<file path="src/hdl/eura_pkg.sv">
// Shared constants and types for the encoder unwrap and rate average unit.
// No dependencies; used by every module in hdl/.
package eura_pkg;

  // field widths
  localparam int RAW_W       = 13;
  localparam int SPEED_W     = 16;
  localparam int TEMP_W      = 8;
  localparam int RATE_W      = 14;
  localparam int TURN_W      = 24;
  localparam int COUNT_W     = 37;
  localparam int ANGLE_W     = 43;
  localparam int FRAME_CNT_W = 3;

  // encoder geometry and scaling
  localparam int HALF_TURN      = 4096;
  localparam int FULL_TURN      = 8192;
  localparam int CAL_FRAMES     = 5;
  localparam int Q10_PER_COUNT  = 45;
  localparam int Q10_PER_TURN   = 360 * 1024;

  localparam int WINDOW_LEN_DEFAULT = 8;

  // unwrap result handed from the tracker to the output math
  typedef struct packed {
    logic                     cal;
    logic [RAW_W-1:0]         raw;
    logic signed [RATE_W-1:0] delta;
    logic signed [TURN_W-1:0] turns;
    logic signed [RATE_W-1:0] rate;
  } track_t;

endpackage

</file>
<file path="src/hdl/encoder_unwrap_rate_average_unit.sv">
// Multiturn unwrap of a 13-bit absolute encoder with a moving average of the
// angle step. Three register stages (input, unwrap, result) let a new frame in
// every cycle unless out_ready back-pressure stalls them, so throughput is one
// frame per clock while the receiver keeps up; the turn and running-sum update
// happens in the unwrap stage. The first five frames capture the bias and
// return a result with calibrating set and all other fields zero. The rate
// window is a shift line of WINDOW_LEN samples cleared by reset; the mean is
// the running sum divided by WINDOW_LEN, truncated toward zero.
module encoder_unwrap_rate_average_unit #(
  parameter int WINDOW_LEN = eura_pkg::WINDOW_LEN_DEFAULT
) (
  input  logic                                 clk,
  input  logic                                 rst,
  input  logic                                 in_valid,
  output logic                                 in_ready,
  input  logic [eura_pkg::RAW_W-1:0]           raw_angle,
  input  logic signed [eura_pkg::SPEED_W-1:0]  speed_word,
  input  logic [eura_pkg::TEMP_W-1:0]          temperature_byte,
  output logic                                 out_valid,
  input  logic                                 out_ready,
  output logic                                 calibrating,
  output logic signed [eura_pkg::COUNT_W-1:0]  continuous_count,
  output logic signed [eura_pkg::ANGLE_W-1:0]  angle_q10,
  output logic signed [eura_pkg::RATE_W-1:0]   step_rate,
  output logic signed [eura_pkg::RATE_W-1:0]   mean_rate,
  output logic signed [eura_pkg::SPEED_W-1:0]  speed_rpm,
  output logic [eura_pkg::TEMP_W-1:0]          temperature,
  output logic signed [eura_pkg::TURN_W-1:0]   turn_count
);

  localparam int SUM_W = eura_pkg::RATE_W + $clog2(WINDOW_LEN);

  // stage 1: input register
  logic                               v1;
  logic [eura_pkg::RAW_W-1:0]         raw1;
  logic signed [eura_pkg::SPEED_W-1:0] speed1;
  logic [eura_pkg::TEMP_W-1:0]        temp1;

  // stage 2: unwrap result
  logic                               v2;
  eura_pkg::track_t                   trk2;
  logic signed [SUM_W-1:0]            sum2;
  logic signed [eura_pkg::SPEED_W-1:0] speed2;
  logic [eura_pkg::TEMP_W-1:0]        temp2;

  // tracker outputs
  eura_pkg::track_t                   trk;
  logic signed [SUM_W-1:0]            sum_next;

  // scale outputs
  logic signed [eura_pkg::COUNT_W-1:0] count_c;
  logic signed [eura_pkg::ANGLE_W-1:0] angle_c;
  logic signed [eura_pkg::RATE_W-1:0]  rate_c;
  logic signed [eura_pkg::RATE_W-1:0]  mean_c;
  logic signed [eura_pkg::TURN_W-1:0]  turns_c;

  logic rdy3, rdy2, adv1;

  // stall chain: a stage moves when the next one is empty or moving
  assign rdy3     = !out_valid || out_ready;
  assign rdy2     = !v2 || rdy3;
  assign in_ready = !v1 || rdy2;
  assign adv1     = v1 && rdy2;

  eura_track #(.WINDOW_LEN(WINDOW_LEN)) u_track (
    .clk      (clk),
    .rst      (rst),
    .en       (adv1),
    .raw      (raw1),
    .trk      (trk),
    .sum_next (sum_next)
  );

  eura_scale #(.WINDOW_LEN(WINDOW_LEN)) u_scale (
    .trk   (trk2),
    .sum   (sum2),
    .count (count_c),
    .angle (angle_c),
    .rate  (rate_c),
    .mean  (mean_c),
    .turns (turns_c)
  );

  // valid bits
  always_ff @(posedge clk) begin
    if (rst) begin
      v1        <= 1'b0;
      v2        <= 1'b0;
      out_valid <= 1'b0;
    end else begin
      if (in_ready) begin
        v1 <= in_valid;
      end
      if (rdy2) begin
        v2 <= v1;
      end
      if (rdy3) begin
        out_valid <= v2;
      end
    end
  end

  // payload registers
  always_ff @(posedge clk) begin
    if (in_ready && in_valid) begin
      raw1   <= raw_angle;
      speed1 <= speed_word;
      temp1  <= temperature_byte;
    end
    if (adv1) begin
      trk2   <= trk;
      sum2   <= sum_next;
      speed2 <= speed1;
      temp2  <= temp1;
    end
    if (rdy3 && v2) begin
      calibrating      <= trk2.cal;
      continuous_count <= count_c;
      angle_q10        <= angle_c;
      step_rate        <= rate_c;
      mean_rate        <= mean_c;
      speed_rpm        <= trk2.cal ? '0 : speed2;
      temperature      <= trk2.cal ? '0 : temp2;
      turn_count       <= turns_c;
    end
  end

`ifndef SYNTHESIS
  // after reset the pipeline is empty and takes a request
  a_ready_after_rst: assert property (@(posedge clk) rst |=> in_ready)
    else $error("in_ready low after reset");

  // a calibration result carries no position
  a_cal_zero: assert property (@(posedge clk) disable iff (rst)
    (out_valid && calibrating) |->
      (continuous_count == '0 && angle_q10 == '0 && turn_count == '0))
    else $error("calibration result carries position");

  // unwrapped step stays within half a turn
  a_step_range: assert property (@(posedge clk) disable iff (rst)
    out_valid |-> (step_rate >= -eura_pkg::HALF_TURN &&
                   step_rate <= eura_pkg::HALF_TURN))
    else $error("step_rate out of range");

  // the window mean stays within the step range
  a_mean_range: assert property (@(posedge clk) disable iff (rst)
    out_valid |-> (mean_rate >= -eura_pkg::HALF_TURN &&
                   mean_rate <= eura_pkg::HALF_TURN))
    else $error("mean_rate out of range");

  // count and turn outputs agree
  a_count_turns: assert property (@(posedge clk) disable iff (rst)
    out_valid |-> (continuous_count[eura_pkg::COUNT_W-1:eura_pkg::RAW_W] == turn_count))
    else $error("continuous_count disagrees with turn_count");
`endif

endmodule

</file>
<file path="src/hdl/eura_track.sv">
// Unwrap state: bias capture, turn tracking and the rate window running sum.
// Depends on eura_pkg.
module eura_track #(
  parameter int WINDOW_LEN = eura_pkg::WINDOW_LEN_DEFAULT
) (
  input  logic                         clk,
  input  logic                         rst,
  input  logic                         en,
  input  logic [eura_pkg::RAW_W-1:0]   raw,
  output eura_pkg::track_t             trk,
  output logic signed [eura_pkg::RATE_W+$clog2(WINDOW_LEN)-1:0] sum_next
);

  localparam int SUM_W = eura_pkg::RATE_W + $clog2(WINDOW_LEN);
  localparam int RW    = eura_pkg::RATE_W;

  logic [eura_pkg::FRAME_CNT_W-1:0]    frame_cnt;
  logic [eura_pkg::RAW_W-1:0]          bias;
  logic [eura_pkg::RAW_W-1:0]          prev;
  logic signed [eura_pkg::TURN_W-1:0]  turns;
  logic signed [RW-1:0]                window [WINDOW_LEN];
  logic signed [SUM_W-1:0]             sum;

  logic signed [RW-1:0]                diff;
  logic signed [RW-1:0]                rate;
  logic signed [eura_pkg::TURN_W-1:0]  turns_next;
  logic                                cal;

  // wrap-corrected step and turn update
  always_comb begin
    cal  = (frame_cnt < eura_pkg::FRAME_CNT_W'(eura_pkg::CAL_FRAMES));
    diff = $signed({1'b0, raw}) - $signed({1'b0, prev});
    if (diff < -eura_pkg::HALF_TURN) begin
      rate       = diff + RW'(eura_pkg::FULL_TURN);
      turns_next = turns + eura_pkg::TURN_W'(1);
    end else if (diff > eura_pkg::HALF_TURN) begin
      rate       = diff - RW'(eura_pkg::FULL_TURN);
      turns_next = turns - eura_pkg::TURN_W'(1);
    end else begin
      rate       = diff;
      turns_next = turns;
    end
    // oldest sample leaves the window at the last tap
    sum_next  = sum - SUM_W'(window[WINDOW_LEN-1]) + SUM_W'(rate);
    trk.cal   = cal;
    trk.raw   = raw;
    trk.delta = $signed({1'b0, raw}) - $signed({1'b0, bias});
    trk.turns = turns_next;
    trk.rate  = rate;
  end

  // state registers
  always_ff @(posedge clk) begin
    if (rst) begin
      frame_cnt <= '0;
      bias      <= '0;
      prev      <= '0;
      turns     <= '0;
      sum       <= '0;
      for (int i = 0; i < WINDOW_LEN; i++) begin
        window[i] <= '0;
      end
    end else if (en) begin
      if (frame_cnt <= eura_pkg::FRAME_CNT_W'(eura_pkg::CAL_FRAMES)) begin
        frame_cnt <= frame_cnt + eura_pkg::FRAME_CNT_W'(1);
      end
      prev <= raw;
      if (cal) begin
        bias <= raw;
      end else begin
        turns     <= turns_next;
        sum       <= sum_next;
        window[0] <= rate;
        for (int i = 1; i < WINDOW_LEN; i++) begin
          window[i] <= window[i-1];
        end
      end
    end
  end

endmodule

</file>
<file path="src/hdl/eura_scale.sv">
// Output math: continuous count, Q10 angle and the window mean.
// Depends on eura_pkg; purely combinational.
module eura_scale #(
  parameter int WINDOW_LEN = eura_pkg::WINDOW_LEN_DEFAULT
) (
  input  eura_pkg::track_t                                   trk,
  input  logic signed [eura_pkg::RATE_W+$clog2(WINDOW_LEN)-1:0] sum,
  output logic signed [eura_pkg::COUNT_W-1:0]                count,
  output logic signed [eura_pkg::ANGLE_W-1:0]                angle,
  output logic signed [eura_pkg::RATE_W-1:0]                 rate,
  output logic signed [eura_pkg::RATE_W-1:0]                 mean,
  output logic signed [eura_pkg::TURN_W-1:0]                 turns
);

  localparam int SUM_W       = eura_pkg::RATE_W + $clog2(WINDOW_LEN);
  localparam int RECIP_SHIFT = SUM_W - 1 + $clog2(WINDOW_LEN);
  // ceil(2^shift / N); exact floor for every magnitude the sum can reach
  localparam int RECIP       = (2**RECIP_SHIFT + WINDOW_LEN - 1) / WINDOW_LEN;
  localparam int PROD_W      = RECIP_SHIFT + eura_pkg::RATE_W;
  localparam int AW          = eura_pkg::ANGLE_W;

  logic [SUM_W-1:0]             mag_full;
  logic [PROD_W-1:0]            prod;
  logic [eura_pkg::RATE_W-1:0]  quo;

  // mean: divide magnitude by reciprocal multiply, then restore sign
  always_comb begin
    mag_full = sum[SUM_W-1] ? SUM_W'(-sum) : SUM_W'(sum);
    prod     = PROD_W'(mag_full[SUM_W-2:0]) * PROD_W'(RECIP);
    quo      = prod[RECIP_SHIFT +: eura_pkg::RATE_W];
    if (trk.cal) begin
      count = '0;
      angle = '0;
      rate  = '0;
      mean  = '0;
      turns = '0;
    end else begin
      count = {trk.turns, trk.raw};
      angle = AW'(trk.delta) * AW'(eura_pkg::Q10_PER_COUNT)
            + AW'(trk.turns) * AW'(eura_pkg::Q10_PER_TURN);
      rate  = trk.rate;
      mean  = sum[SUM_W-1] ? $signed(-quo) : $signed(quo);
      turns = trk.turns;
    end
  end

endmodule

</file>
<file path="config.mk">
export PLATFORM = sky130hd
export DESIGN_NAME = encoder_unwrap_rate_average_unit
export DESIGN_NICKNAME = d
export VERILOG_FILES = /design/src/hdl/eura_pkg.sv /design/src/hdl/encoder_unwrap_rate_average_unit.sv /design/src/hdl/eura_track.sv /design/src/hdl/eura_scale.sv
export SDC_FILE = /design/constraint.sdc
export NUM_CORES = 1
export LEC_CHECK = 0
export BUFFER_PORTS_ARGS = -buffer_cell sky130_fd_sc_hd__buf_2
export CORE_MARGIN = 1.5
export CORE_UTILIZATION = 60
export CTS_CLUSTER_SIZE = 24
export DETAILED_ROUTE_END_ITERATION = 8
export PLACE_DENSITY = 0.81
export SYNTH_ARGS = -nofsm -noshare
export SYNTH_HDL_FRONTEND = slang
export SYNTH_SLANG_ARGS = --single-unit
</file>
<file path="constraint.sdc">
create_clock -name clk -period 7.55 [get_ports clk]
set_input_delay 0.3775 -clock clk [delete_from_list [all_inputs] [get_ports clk]]
set_output_delay 0.3775 -clock clk [all_outputs]
set_load 0.1 [all_outputs]
</file>
==> results of run 1 <==
[critical path: cells and delay by family, from the launching register on]
kind / cells / cell delay [ns]
simple gates: 5 / 1.12
fa+ha+maj: 6 / 2.24
flops: 1 / 0.45
buf+inv: 2 / 0.10
xor+xnor: 1 / 0.14
compound gates: 14 / 2.86
[cells in the mapped netlist (24+ instances only)]
cell type                  count
sky130_fd_sc_hd__a21o_1       37
sky130_fd_sc_hd__a21oi_1     145
sky130_fd_sc_hd__and2_1       85
sky130_fd_sc_hd__buf_4        24
sky130_fd_sc_hd__clkbuf_1     58
sky130_fd_sc_hd__dfxtp_1      73
sky130_fd_sc_hd__edfxtp_1    389
sky130_fd_sc_hd__fa_1         87
sky130_fd_sc_hd__ha_1        196
sky130_fd_sc_hd__inv_1       268
sky130_fd_sc_hd__nand2_1     153
sky130_fd_sc_hd__nand3_1      37
sky130_fd_sc_hd__nor2_1      171
sky130_fd_sc_hd__nor2b_1     117
sky130_fd_sc_hd__nor3_1       41
sky130_fd_sc_hd__o21ai_0      78
sky130_fd_sc_hd__or3_1        28
sky130_fd_sc_hd__xnor2_1      78
sky130_fd_sc_hd__xor2_1       55
[state kept, by name, summed over array words and instances, names as in the netlist, 17 cells and up]
signal and flops:
angle_q10 43, continuous_count 37, sum2 17, trk2 66, u_track.sum 17, u_track.turns 24
u_track.window 112
[power by group through the flow]
| stage | clock, µW | combinational, µW | sequential (µW) |
|---|---|---|---|
| floorplan | 0 | 4550 | 3140 |
| global placement | 0 | 5620 | 3070 |
| detailed placement | 0 | 5800 | 3080 |
| CTS | 2380 | 5850 | 3030 |
| global route | 2480 | 6650 | 3040 |
| finish | 2340 | 5950 | 3030 |
[area by class of cell]
cell class                      count  area, µm²  share of cell area, %
Inverter                          269       1020                   3.40
Sequential cell                   462      13100                   44.0
Timing Repair Buffer              256       1520                   5.08
Clock inverter                     26        302                   1.01
Tap cell                          585        732                   2.45
Multi-Input combinational cell   1570      11900                   39.8
Clock buffer                       61       1270                   4.25
[cell families (layout without fill, tap and decap cells)]
logic type | after synthesis | in the layout | synth area share [%]
multiplexers | 18 | 18 | 0.733
flip-flops | 462 | 462 | 49.7
buffers and inverters | 361 | 612 | 5.48
XOR/XNOR | 133 | 133 | 4.40
AND/OR/NAND/NOR | 739 | 739 | 14.3
AO/OA/AOI/OAI | 396 | 396 | 9.53
adder cells (fa/ha/maj) | 284 | 284 | 15.9
[per-stage QoR]
step,total power (µW),cell area [µm²],hold slack (ns)
after floorplan,7690,26500,0.400
after global placement,8690,27900,0.401
after detailed placement,8880,27900,0.405
after CTS,11300,29900,0.0564
after global routing,12200,29900,0.129
final,11300,29900,0.121
[worst min-delay path by stage]
stage	endpoint	slack, ns	depth (start not counted)
floorplan	speed2[0]	0.40	0
global placement	speed2[13]	0.40	0
detailed placement	speed2[14]	0.40	0
CTS	v1	0.06	3
global route	v1	0.13	3
finish	v1	0.12	3
[layer usage]
layer | global-route usage (%) | up-vias | routed length, µm
li1 | - | 8703 | -
met1 | 35.0 | 8584 | 25000
met2 | 39.3 | 530 | 25200
met3 | 3.85 | 100 | 3560
met4 | 9.12 | 0 | 1660
met5 | 0 | - | 0
[what timing repair did]
| item | CTS | global route |
|---|---|---|
| buffers inserted | 0 | 1 |
| endpoints found under the hold margin | 37 | 0 |
| gates resized for setup | 0 | 2 |
| setup endpoints to repair | 0 | 3 |
| hold buffers | 37 | 0 |
==> run summary, run 1 <==
In this run the worst setup path begins at trk2[41]. In the layout the commonest cells are sky130_fd_sc_hd__edfxtp_1 (389), sky130_fd_sc_hd__inv_1 (266), sky130_fd_sc_hd__buf_2 (198). Critical hold path startpoint: in_valid. The detail-routed via count per cell came out at 5.55. The core region is 43,300 µm².

In this run the power density over the cells is 379 nW/µm². The library cell used most frequently in the layout, excluding fill and tap cells, is sky130_fd_sc_hd__edfxtp_1. The via count is 17,900, and the part of the Yosys area used for sequential elements is 49.7%. The die footprint was 45,400 µm²; the worst-case reg-to-reg path depth was 28. The worst setup path is captured at a flip-flop. Input and output buffers added on the ports amount to 199.

Excluding fillers, the count of instances in the completed layout stands at 3,229. After synthesis, the largest area contributor takes up 44.2% of total cell area. The run gives 88,700 µm as the wire length of the first global-routing pass. Between clock sinks in the finished design, the worst skew comes to 0.0346 ns.

After floorplanning, the core was divided into 76 placement rows. The shortest clock period the worst path allows after layout was 7.08 ns. The endpoint identified for the worst register-to-register timing path is angle_q10[41]. The internal portion of the total power is 6680 µW. Number of hold violations in the final report: 0. The count of nets after finishing is 2,930, and the final setup violation count is 0. For this block, the routed nets add up to 55,400 µm of wire. TritonCTS built the clock tree. Summed over all nets, the switching power comes to 4640 µW. Dividing the detail-routed wire length by the instance count gives 17.2 µm.

A synthesized cell averages 11.1 µm². Derived from the worst setup path, the maximum achievable clock frequency is 141 MHz. For the data required time at the worst endpoint, the log shows 7.97 ns. Slowest cell on the critical path: sky130_fd_sc_hd__fa_1. The path class of the lowest-slack min-delay path is in -> reg. In this design, the stage delay of the slowest critical-path cell is 0.52 ns.

The run gives 7 as the detailed-routing iteration count for the pre-antenna-repair pass. Of the cells placed in the final design, the portion with a size suffix greater than 1 is 12.5%. For this run, asynchronously set or reset flops after synthesis account for 0%. The count of maximum capacitance violations was 0. The clock network burns 20.7% of the power. Per report_power, the combinational group accounts for 52.6% of the total. The total count of max-transition violations in the final report was 0. The number of global-route vias before repair was 17,500. The worst setup path is launched from a flip-flop.

After layout, the worst setup slack is 0.468 ns. The depth of the CTS H-tree was 2. The maximum fanout encountered on the critical timing path is 4, and the total nets after synthesis is 2,717. Data arrives at the worst endpoint at 7.51 ns.

Library cell with the largest summed area after synthesis: sky130_fd_sc_hd__edfxtp_1. The number of ports placed on the die boundary is 200. The number of different library cells used by synthesis comes to 75.

For this design the static power due to leakage is 0.0125 µW. The relative area change from synthesis to final layout is 13.0%. The cell count after synthesis was 2,393. After layout, the worst path uses 93.8% of the clock period. The initial antenna violation count was 1; the number of nets with antenna violations after detailed routing was 0. For the pin with the worst max-slew slack, the measured transition is 1.03 ns. The tools report the aggregate negative setup slack as 0 ns. In this run the register-to-register setup slack is 0.47 ns. The half-perimeter wire length after detailed placement is 39,300 µm, and the flip-flop and latch count after synthesis is 462. Setup repair after global routing left no endpoint under its margin. The clock reaches the later pin of the worst-skew pair after 0.61 ns. The flow ran to the end, and the final reports show no timing, DRC or antenna violations.

In this run, placement finished with an instance count of 3,104. The logs give 3,104 for the fill cell total of the finished layout and 24.9% for the overall global routing resource usage. The clock passes through at most 3 buffers. The number of remaining DRC errors is 0. In this run the worst setup path terminates at angle_q10[41]. Measured against its own limit, the worst slew margin works out to 31.5%.

IR analysis of the VDD net gives a maximum drop of 0.000314 V. Counting flops with a built-in enable in the synthesized netlist gives 389. For the count of clock tree sinks, the log shows 462.

The tree is rooted in a sky130_fd_sc_hd__clkbuf_16. The prevailing post-synth register cell was sky130_fd_sc_hd__edfxtp_1. The violation count after the first detailed-routing iteration is 1,267, and the maximum number of pins on one net before global-route repair is 77. The initial core utilization is 61.1%. Registers are responsible for 26.7% of the overall power. By area the synthesized netlist is led by sky130_fd_sc_hd__edfxtp_1 (44%), sky130_fd_sc_hd__ha_1 (9.3%), sky130_fd_sc_hd__fa_1 (6.6%), sky130_fd_sc_hd__dfxtp_1 (5.5%), sky130_fd_sc_hd__inv_1 (3.8%). The die is 213 µm wide. The CTS clock-pin slew for the worst setup and hold paths came out at 0.06 ns.

The total CTS buffers was 47; the share of total power consumed by net switching was 41.0%. The share of the core filled with cells is 69.1%. The kind of critical path is reg -> reg. Synthesized cell area: 26,500 µm².

The worst register-to-register path begins at trk2[41]. For this run the aggregate overflow at the end of global routing stands at 0. Yosys printed 0 warnings. For the pre-CTS worst setup slack, the log shows 0.391 ns. For the global placement routability congestion, the log shows 0.913.

Total inserted antenna cells: 0. The die is 213 µm tall.
Note: power is estimated with default switching activity, not from simulation.
==> run 2: changes to the inputs <==
ABC_AREA = 1   (was not set)
PLACE_DENSITY = 0.8   (was 0.81)
==> run 2 against run 1 <==
Net effect:
- clock skew decreased by 0.0079 ns
- highest routed layer unchanged
- clock power hardly changed
- via count is 15% higher
- sequential share of layout area is 1.6 points lower
- hold slack lost 0.039 ns
- die area rose by 4.5%
- final cell count is 19% higher
- non-clock buffer count decreased by 7
- largest cell class unchanged
- sequential power about the same
- synthesized cell count is 26% higher
==> run summary, run 2 <==
The analysis attributes to cell leakage a power of 0.0144 µW. Compared with the post-synthesis result, the final layout area differs by 12.1%. For the pin with the worst max-slew slack, the measured transition is 1.22 ns.

In this run switching power makes up 46.0% of total power. The relative slew slack came out at 18.9%. The period utilization was 84.6%; the overall overflow remaining after global route was 0.

Yosys attributes the largest share of cell area to sky130_fd_sc_hd__edfxtp_1 (42%), sky130_fd_sc_hd__ha_1 (8.9%), sky130_fd_sc_hd__inv_1 (8.4%), sky130_fd_sc_hd__nand2_1 (6.9%), sky130_fd_sc_hd__fa_1 (6.3%). The clock arrives with 0.0267 ns of skew. The path class of the lowest-slack min-delay path was in -> reg.

The H-tree was split into 2 levels. In this run the critical register-to-register path is captured at angle_q10[42]. The run finished with clean final reports.

After detailed routing, the number of vias per cell comes to 5.33. For this run, the register share of the synthesized area comes to 47.5%. For this run, the number of Yosys warnings is 0. The data required time at the worst endpoint was 7.88 ns. The violation count after the first detailed-routing iteration was 1,423; the number of global-route vias before repair was 20,600. At the end of routability-driven placement, the weighted congestion stood at 0.971.

The total count of max-transition violations in the final report was 0; the clock power share was 19.8%. In this run, CTS created clock tree buffers numbering 47. Of all flip-flops after synthesis, the portion carrying an async set or reset was 0%. For the register share of total power, the log shows 25.5%. Leaving out fill and tap cells, the most frequent cell in the layout is sky130_fd_sc_hd__inv_1.

The final setup violation count was 0; the peak per-stage delay on the critical path was 0.51 ns. Dividing total power by cell area gives a power density of 382 nW/µm². The tools report the internal power contribution as 6400 µW.

After detailed routing, the average wire length per cell comes to 16.5 µm. The average cell area after synthesis is 9.21 µm². The most used cell along the critical path is sky130_fd_sc_hd__nand2_1. In the post-route analysis, the smallest setup slack over all paths is 1.16 ns. Timing would allow up to 157 MHz. Number of distinct library cells after synthesis: 54.

In the synthesized netlist the dominant register cell turns out to be sky130_fd_sc_hd__edfxtp_1. Setup repair after global routing left no endpoint under its margin. The startpoint identified for the worst register-to-register timing path is trk2[41]. The run gives 5450 µW as the switching power total. The post-route netlist has 10.4% of its cells at a drive strength greater than 1. The die footprint is 47,400 µm², and the pre-CTS worst setup slack is 1.31 ns. The cell count after synthesis is 3,004, and the count of maximum capacitance violations is 0. During I/O placement, the number of pins put on the boundary was 200.

Entering global routing, the biggest net connects 90 pins. The slowest stage of the critical path is the sky130_fd_sc_hd__fa_1 cell. The overall die height works out to 218 µm. The CTS clock-pin slew for the worst setup and hold paths works out to 0.06 ns.

The run gives 1.16 ns as the flop-to-flop setup slack. In this run the deepest clock path goes through 3 buffers. The share of the core filled with cells is 68.2%, and the total nets after synthesis is 3,328. IR analysis of the VDD net gives a maximum drop of 0.000271 V.

The hold-critical path endpoint was v1. The library cell with the largest summed area after synthesis is sky130_fd_sc_hd__edfxtp_1. The overall global routing resource usage is 27.2%, and the wire length of the first global-routing pass is 103,000 µm.

The die width is 218 µm, and the half-perimeter wire length after detailed placement is 46,400 µm. The first detailed-routing pass ran for 5 iterations. The top cell types in the final layout, fill and taps aside, are sky130_fd_sc_hd__inv_1 (615), sky130_fd_sc_hd__nand2_1 (509), sky130_fd_sc_hd__edfxtp_1 (389). In this run, synthesis inferred 389 flip-flops with an integrated enable. For the data arrival time of the worst path, the log shows 6.72 ns. The number of hold violations in the final report was 0. TritonCTS built the clock tree.

For the count of nets after finishing, the log shows 3,538. The worst-case reg-to-reg path depth came out at 36. Port buffering added 199 buffers.

The number of flip-flops in the largest register came out at 112. The smallest clock period supported by the final layout is computed as 6.39 ns. The later pin in the worst-skew pair is clocked with a latency of 0.60 ns. By count the netlist is led by sky130_fd_sc_hd__inv_1 (616), sky130_fd_sc_hd__nand2_1 (509), sky130_fd_sc_hd__edfxtp_1 (389).

CTS saw 462 sinks. Post-detailed-routing wire length: 63,700 µm. Critical path capture point type: a flip-flop.

The largest registers in the layout are u_track.window (112), trk2 (66), angle_q10 (43). Ranked by flip-flop count, first place goes to u_track.window. The synthesized cell area is 27,700 µm². In the post-synthesis netlist, the cell with the most instances is sky130_fd_sc_hd__inv_1.

The number of setup buffers added after CTS is 0. Number of nets with antenna violations after detailed routing: 0. The tools report the sort of element at the start of the critical path as a flip-flop. The fill cell total of the finished layout is 3,483. The worst hold path begins at in_valid.

The worst setup path is of the reg -> reg kind. The core region is 45,500 µm². Setup total negative slack on the finished layout was measured at 0 ns. The logs give 0 for the number of remaining DRC errors and 78 for the row count.

The flip-flop and latch count after synthesis came out at 462. The top cell type by area accounts for 42.2% of the synthesized area. The maximum fanout encountered on the critical timing path is 4. For this configuration, the core starts out at a cell density of 60.8%. The via count was 20,600; the hold path depth was 3. The initial antenna violation count was 0; the proportion of power drawn by combinational gates was 54.7%. Clock root buffer: sky130_fd_sc_hd__clkbuf_16.
[run 2: cell types whose count changed after synthesis, sizes merged, moves of 18 or more]
cell,change
nand2,+378
inv,+352
nor2,+208
nor2b,-117
nand3,+85
and2,-81
xnor2,-61
xor2,+43
a21o,-31
or3,-28
nand4,+22
and3,-20
o21ai,+18
[run 2: logic make-up (layout without fill, tap and decap cells)]
| family | after synthesis | count (layout) | synth area share [%] |
|---|---|---|---|
| XOR/XNOR | 115 | 115 | 3.75 |
| flip-flops | 462 | 462 | 47.5 |
| other | 0 | 1 | 0 |
| AO/OA/AOI/OAI | 306 | 306 | 6.41 |
| buffers and inverters | 710 | 959 | 10.1 |
| AND/OR/NAND/NOR | 1128 | 1128 | 17.1 |
| adder cells (fa/ha/maj) | 283 | 283 | 15.2 |
[run 2: cell type report]
type	instances	area [µm²]	area share, %
antenna	1	2.50	0.00807
clock buffer	69	1350	4.35
clock inverter	19	215	0.694
inverter	622	2340	7.55
multi-input combinational	1832	11800	37.9
sequential	462	13100	42.4
tap	600	751	2.42
timing repair buffer	249	1460	4.72
[run 2: power groups by stage]
stage | logic [µW] | clock network [µW] | registers (µW)
floorplan | 4740 | 0 | 3210
global placement | 6180 | 0 | 3070
detailed placement | 6330 | 0 | 3080
CTS | 6400 | 2380 | 3020
global route | 7260 | 2480 | 3040
finish | 6480 | 2350 | 3020
[run 2: critical path: cells and delay by family (launching register included)]
kind	cells	cell delay, ns
DFF	1	0.45
and+or+nand+nor	19	1.67
adders and majority gates	6	2.31
buffers and inverters	3	0.15
xor gates and xnor gates	1	0.18
AOI/OAI and AO/OA	7	1.33
[run 2: timing repair]
action | CTS | global route
resized for setup | 0 | 0
hold buffers | 37 | 0
endpoints found under the setup margin | 0 | 0
endpoints found under the hold margin | 37 | 0
[run 2: per-layer routing]
metal,vias to the layer above,global-route usage (%),wire length (µm)
li1,10100,-,-
met1,9791,32.8,25600
met2,560,49.1,32900
met3,142,3.05,2820
met4,0,11.6,2400
met5,-,0,0
[run 2: stage by stage]
| stage | power (µW) | std cells | area, µm² | hold WS (ns) |
|---|---|---|---|---|
| 2_1_floorplan | 7950 | 3004 | 27700 | 0.400 |
| 3_3_place_gp | 9240 | 3728 | 29100 | 0.401 |
| 3_5_place_dp | 9410 | 3728 | 29100 | 0.405 |
| 4_1_cts | 11800 | 3853 | 31000 | 0.0551 |
| 5_1_grt | 12800 | 3853 | 31000 | 0.0946 |
| 6_report | 11900 | 3854 | 31000 | 0.0815 |
[run 2: worst max-delay path by stage]
stage	end	start	depth (start not counted)	slack, ns
2_1_floorplan	angle_q10[35]	trk2[41]	34	2.07
3_3_place_gp	angle_q10[42]	trk2[41]	36	1.53
3_5_place_dp	angle_q10[42]	trk2[41]	36	1.31
4_1_cts	angle_q10[42]	trk2[41]	36	1.25
5_1_grt	angle_q10[42]	trk2[41]	36	0.65
6_report	angle_q10[42]	trk2[41]	36	1.16
==> run 3: changes to the inputs <==
ABC_AREA = 0   (was 1)
PLACE_DENSITY = 0.81   (was 0.8)
clock period = 6.3 ns   (was 7.55 ns; I/O delays follow)
==> run 3 against run 2 <==
Net effect:
- the flow now finishes with violations (setup timing)
- largest cell class unchanged
- clock skew is 0.0044 ns higher
- highest routed layer unchanged
- hold slack worse by 0.026 ns
- global-route usage is 1.5 points lower
==> run summary, run 3 (same netlist as run 1, synthesis figures left out) <==
The fraction of final layout cells sized beyond drive strength 1 was 18.1%; the die width was 213 µm. The tools report the number of global-route vias before repair as 18,600. TritonCTS built the clock tree. Power spread over the standard cell area amounts to 503 nW/µm².

The detail-routed via count per cell is 5.58. After routing the design area is 31,100 µm². Count of clock tree sinks: 462. The largest registers in the layout are u_track.window (112), trk2 (66), angle_q10 (43).

The flow ran to the end, but the final reports show violations. The total overflow left after global routing is 0. The worst hold slack across all endpoints came out at 0.0553 ns. Max-cap violations in this run came to 0.

The run gives 3,054 as the count of nets after finishing. For the final database, setup skew stands at 0.0311 ns. The smallest clock period supported by the final layout is computed as 6.67 ns.

The core footprint is 43,300 µm², and the number of flip-flops in the largest register is 112. The overall global routing resource usage was 25.6%; the detail-routed net length per standard cell was 17.1 µm. The finished layout holds 3,355 standard cells, fillers aside.

For this run, the top clock speed supported by timing is 150 MHz. The count of input and output buffers is 199, and the number of ports placed on the die boundary is 200. Setup repair after global routing could not meet its margin everywhere. IR analysis of the VDD net gives a maximum drop of 0.000422 V. The period utilization was 106%. Global placement routability congestion: 0.894. For the depth of the CTS H-tree, the log shows 2. STA puts the critical path data arrival time at 7.02 ns. The die is 213 µm tall. After clock tree synthesis, the clock-pin slew on the worst setup and hold paths is 0.06 ns. Once detail routing completed, the nets flagged for antenna violations numbered 0. The largest register by flop count is u_track.window.

Row generation in the floorplan step produced 76 rows. The initial antenna violation count was 1. The maximum fanout encountered on the critical timing path is 3.

The final reports fail on setup timing. The wire length of the first global-routing pass is 91,800 µm, and the post-detailed-routing wire length is 57,200 µm. The path class of the lowest-slack min-delay path was in -> reg.

The clock passes through at most 3 buffers. Relative area change from synthesis to final layout: 17.7%. On the worst path, the slowest cell contributes a delay of 0.51 ns.

After the first detailed-routing iteration, the DRC count stood at 1,245. The data required time at the worst endpoint is 6.65 ns, and the slew at the pin closest to its max-slew limit is 1.01 ns. The logs give 0 for the number of hold violations in the final report and 45,400 µm² for the die footprint. The number of remaining DRC errors came out at 0. In this run the tightest slew margin relative to its limit is 32.4%.

After routing, the total negative slack on setup checks comes to -2.26 ns. The number of cells in the design after placement is 3,196, and the standard cell area after detailed placement is 28,700 µm². The library cells used most frequently in the layout, excluding fill and tap cells, are sky130_fd_sc_hd__edfxtp_1 (389), sky130_fd_sc_hd__inv_1 (261), sky130_fd_sc_hd__buf_2 (198).

The tools report the leakage power summed over all cells as 0.0131 µW. Among all stages on the critical path, the largest delay is contributed by sky130_fd_sc_hd__fa_1. The run gives 48 as the total CTS buffers. For this configuration, the core starts out at a cell density of 61.1%.

STA classifies the critical path startpoint as a flip-flop. The repair_antennas step left the layout with diodes totalling 0. Across all layers, the routed design uses 18,700 vias.

At the later pin of the worst-skew pair, clock insertion delay measures 0.60 ns. The first TritonRoute pass finished after 5 iterations. The final setup violation count is 11, and the half-perimeter wire length after detailed placement is 39,600 µm. Total count of max-transition violations in the final report: 0.

Kind of critical path: reg -> reg. Entering global routing, the biggest net connects 138 pins. In this run the clock root is driven by a sky130_fd_sc_hd__clkbuf_16. The most common library cell in the layout ignoring fill and taps is sky130_fd_sc_hd__edfxtp_1. STA classifies the critical path endpoint as a flip-flop.

The minimum setup slack in the final design is -0.370 ns.
==> run 3: changes by cell type in the layout (fill, tap and decap cells not counted), sizes merged, moves of 22 or more <==
cell   delta
nand3    -85
inv     -348
nand2   -378
nor2b   +117
a21o     +31
xnor2    +61
xor2     -43
and2     +81
nor2    -208
nand4    -22
buf     +130
or3      +28
==> run 3: final timing paths <==
path         slack (ns)  cells past startpoint             to      from
max               -0.37                     31  angle_q10[33]  trk2[42]
min reg2reg        0.42                      0       temp2[0]  temp1[0]
max reg2reg       -0.37                     31  angle_q10[33]  trk2[42]
min                0.06                      3             v1  in_valid
==> run 3: metrics by stage <==
step	utilization (%)	worst slack, ns	power (µW)
2_1_floorplan	-	0.00510	9240
3_3_place_gp	66.2	-0.255	11400
3_5_place_dp	66.2	-0.492	11700
4_1_cts	71.5	-0.0302	15100
5_1_grt	72.0	-0.544	16800
6_report	72.0	-0.370	15700
==> run 3: cell type report <==
cell class,instances,area (µm²)
sequential,462,13100
multi-input combinational,1570,12200
fill,2952,12100
timing repair buffer,379,2470
clock buffer,66,1310
inverter,269,1020
tap,585,732
clock inverter,24,248
==> run 3: timing repair <==
action / 4_1_cts / 5_1_grt
endpoints found under the hold margin: 37 / 0
endpoints found under the setup margin: 14 / 18
buffers inserted: 23 / 10
gates resized for setup: 36 / 30
hold buffers: 37 / 0
pin swaps: 23 / 30
==> run 3: layer usage <==
layer / up-vias / track usage [%] / routed length, µm
met2: 613 / 41.4 / 26600
met5: - / 0 / 0
li1: 8988 / - / -
met4: 0 / 9.32 / 1670
met3: 112 / 3.78 / 3790
met1: 8995 / 35.4 / 25200
==> run 3: power by group <==
part           switching (µW)  leakage (µW)  internal (µW)
Sequential                113       0.00443           3510
Combinational            5020       0.00793           4240
Clock                    1200      0.000749           1600
==> run 3: worst max-delay path: cells and delay by family (launching register included) <==
kind | cells | cell delay, ns
buffers and inverters | 5 | 0.42
and+or+nand+nor | 3 | 0.46
adders and majority gates | 7 | 2.39
AOI/OAI and AO/OA | 15 | 2.36
muxes | 1 | 0.33
DFF | 1 | 0.45
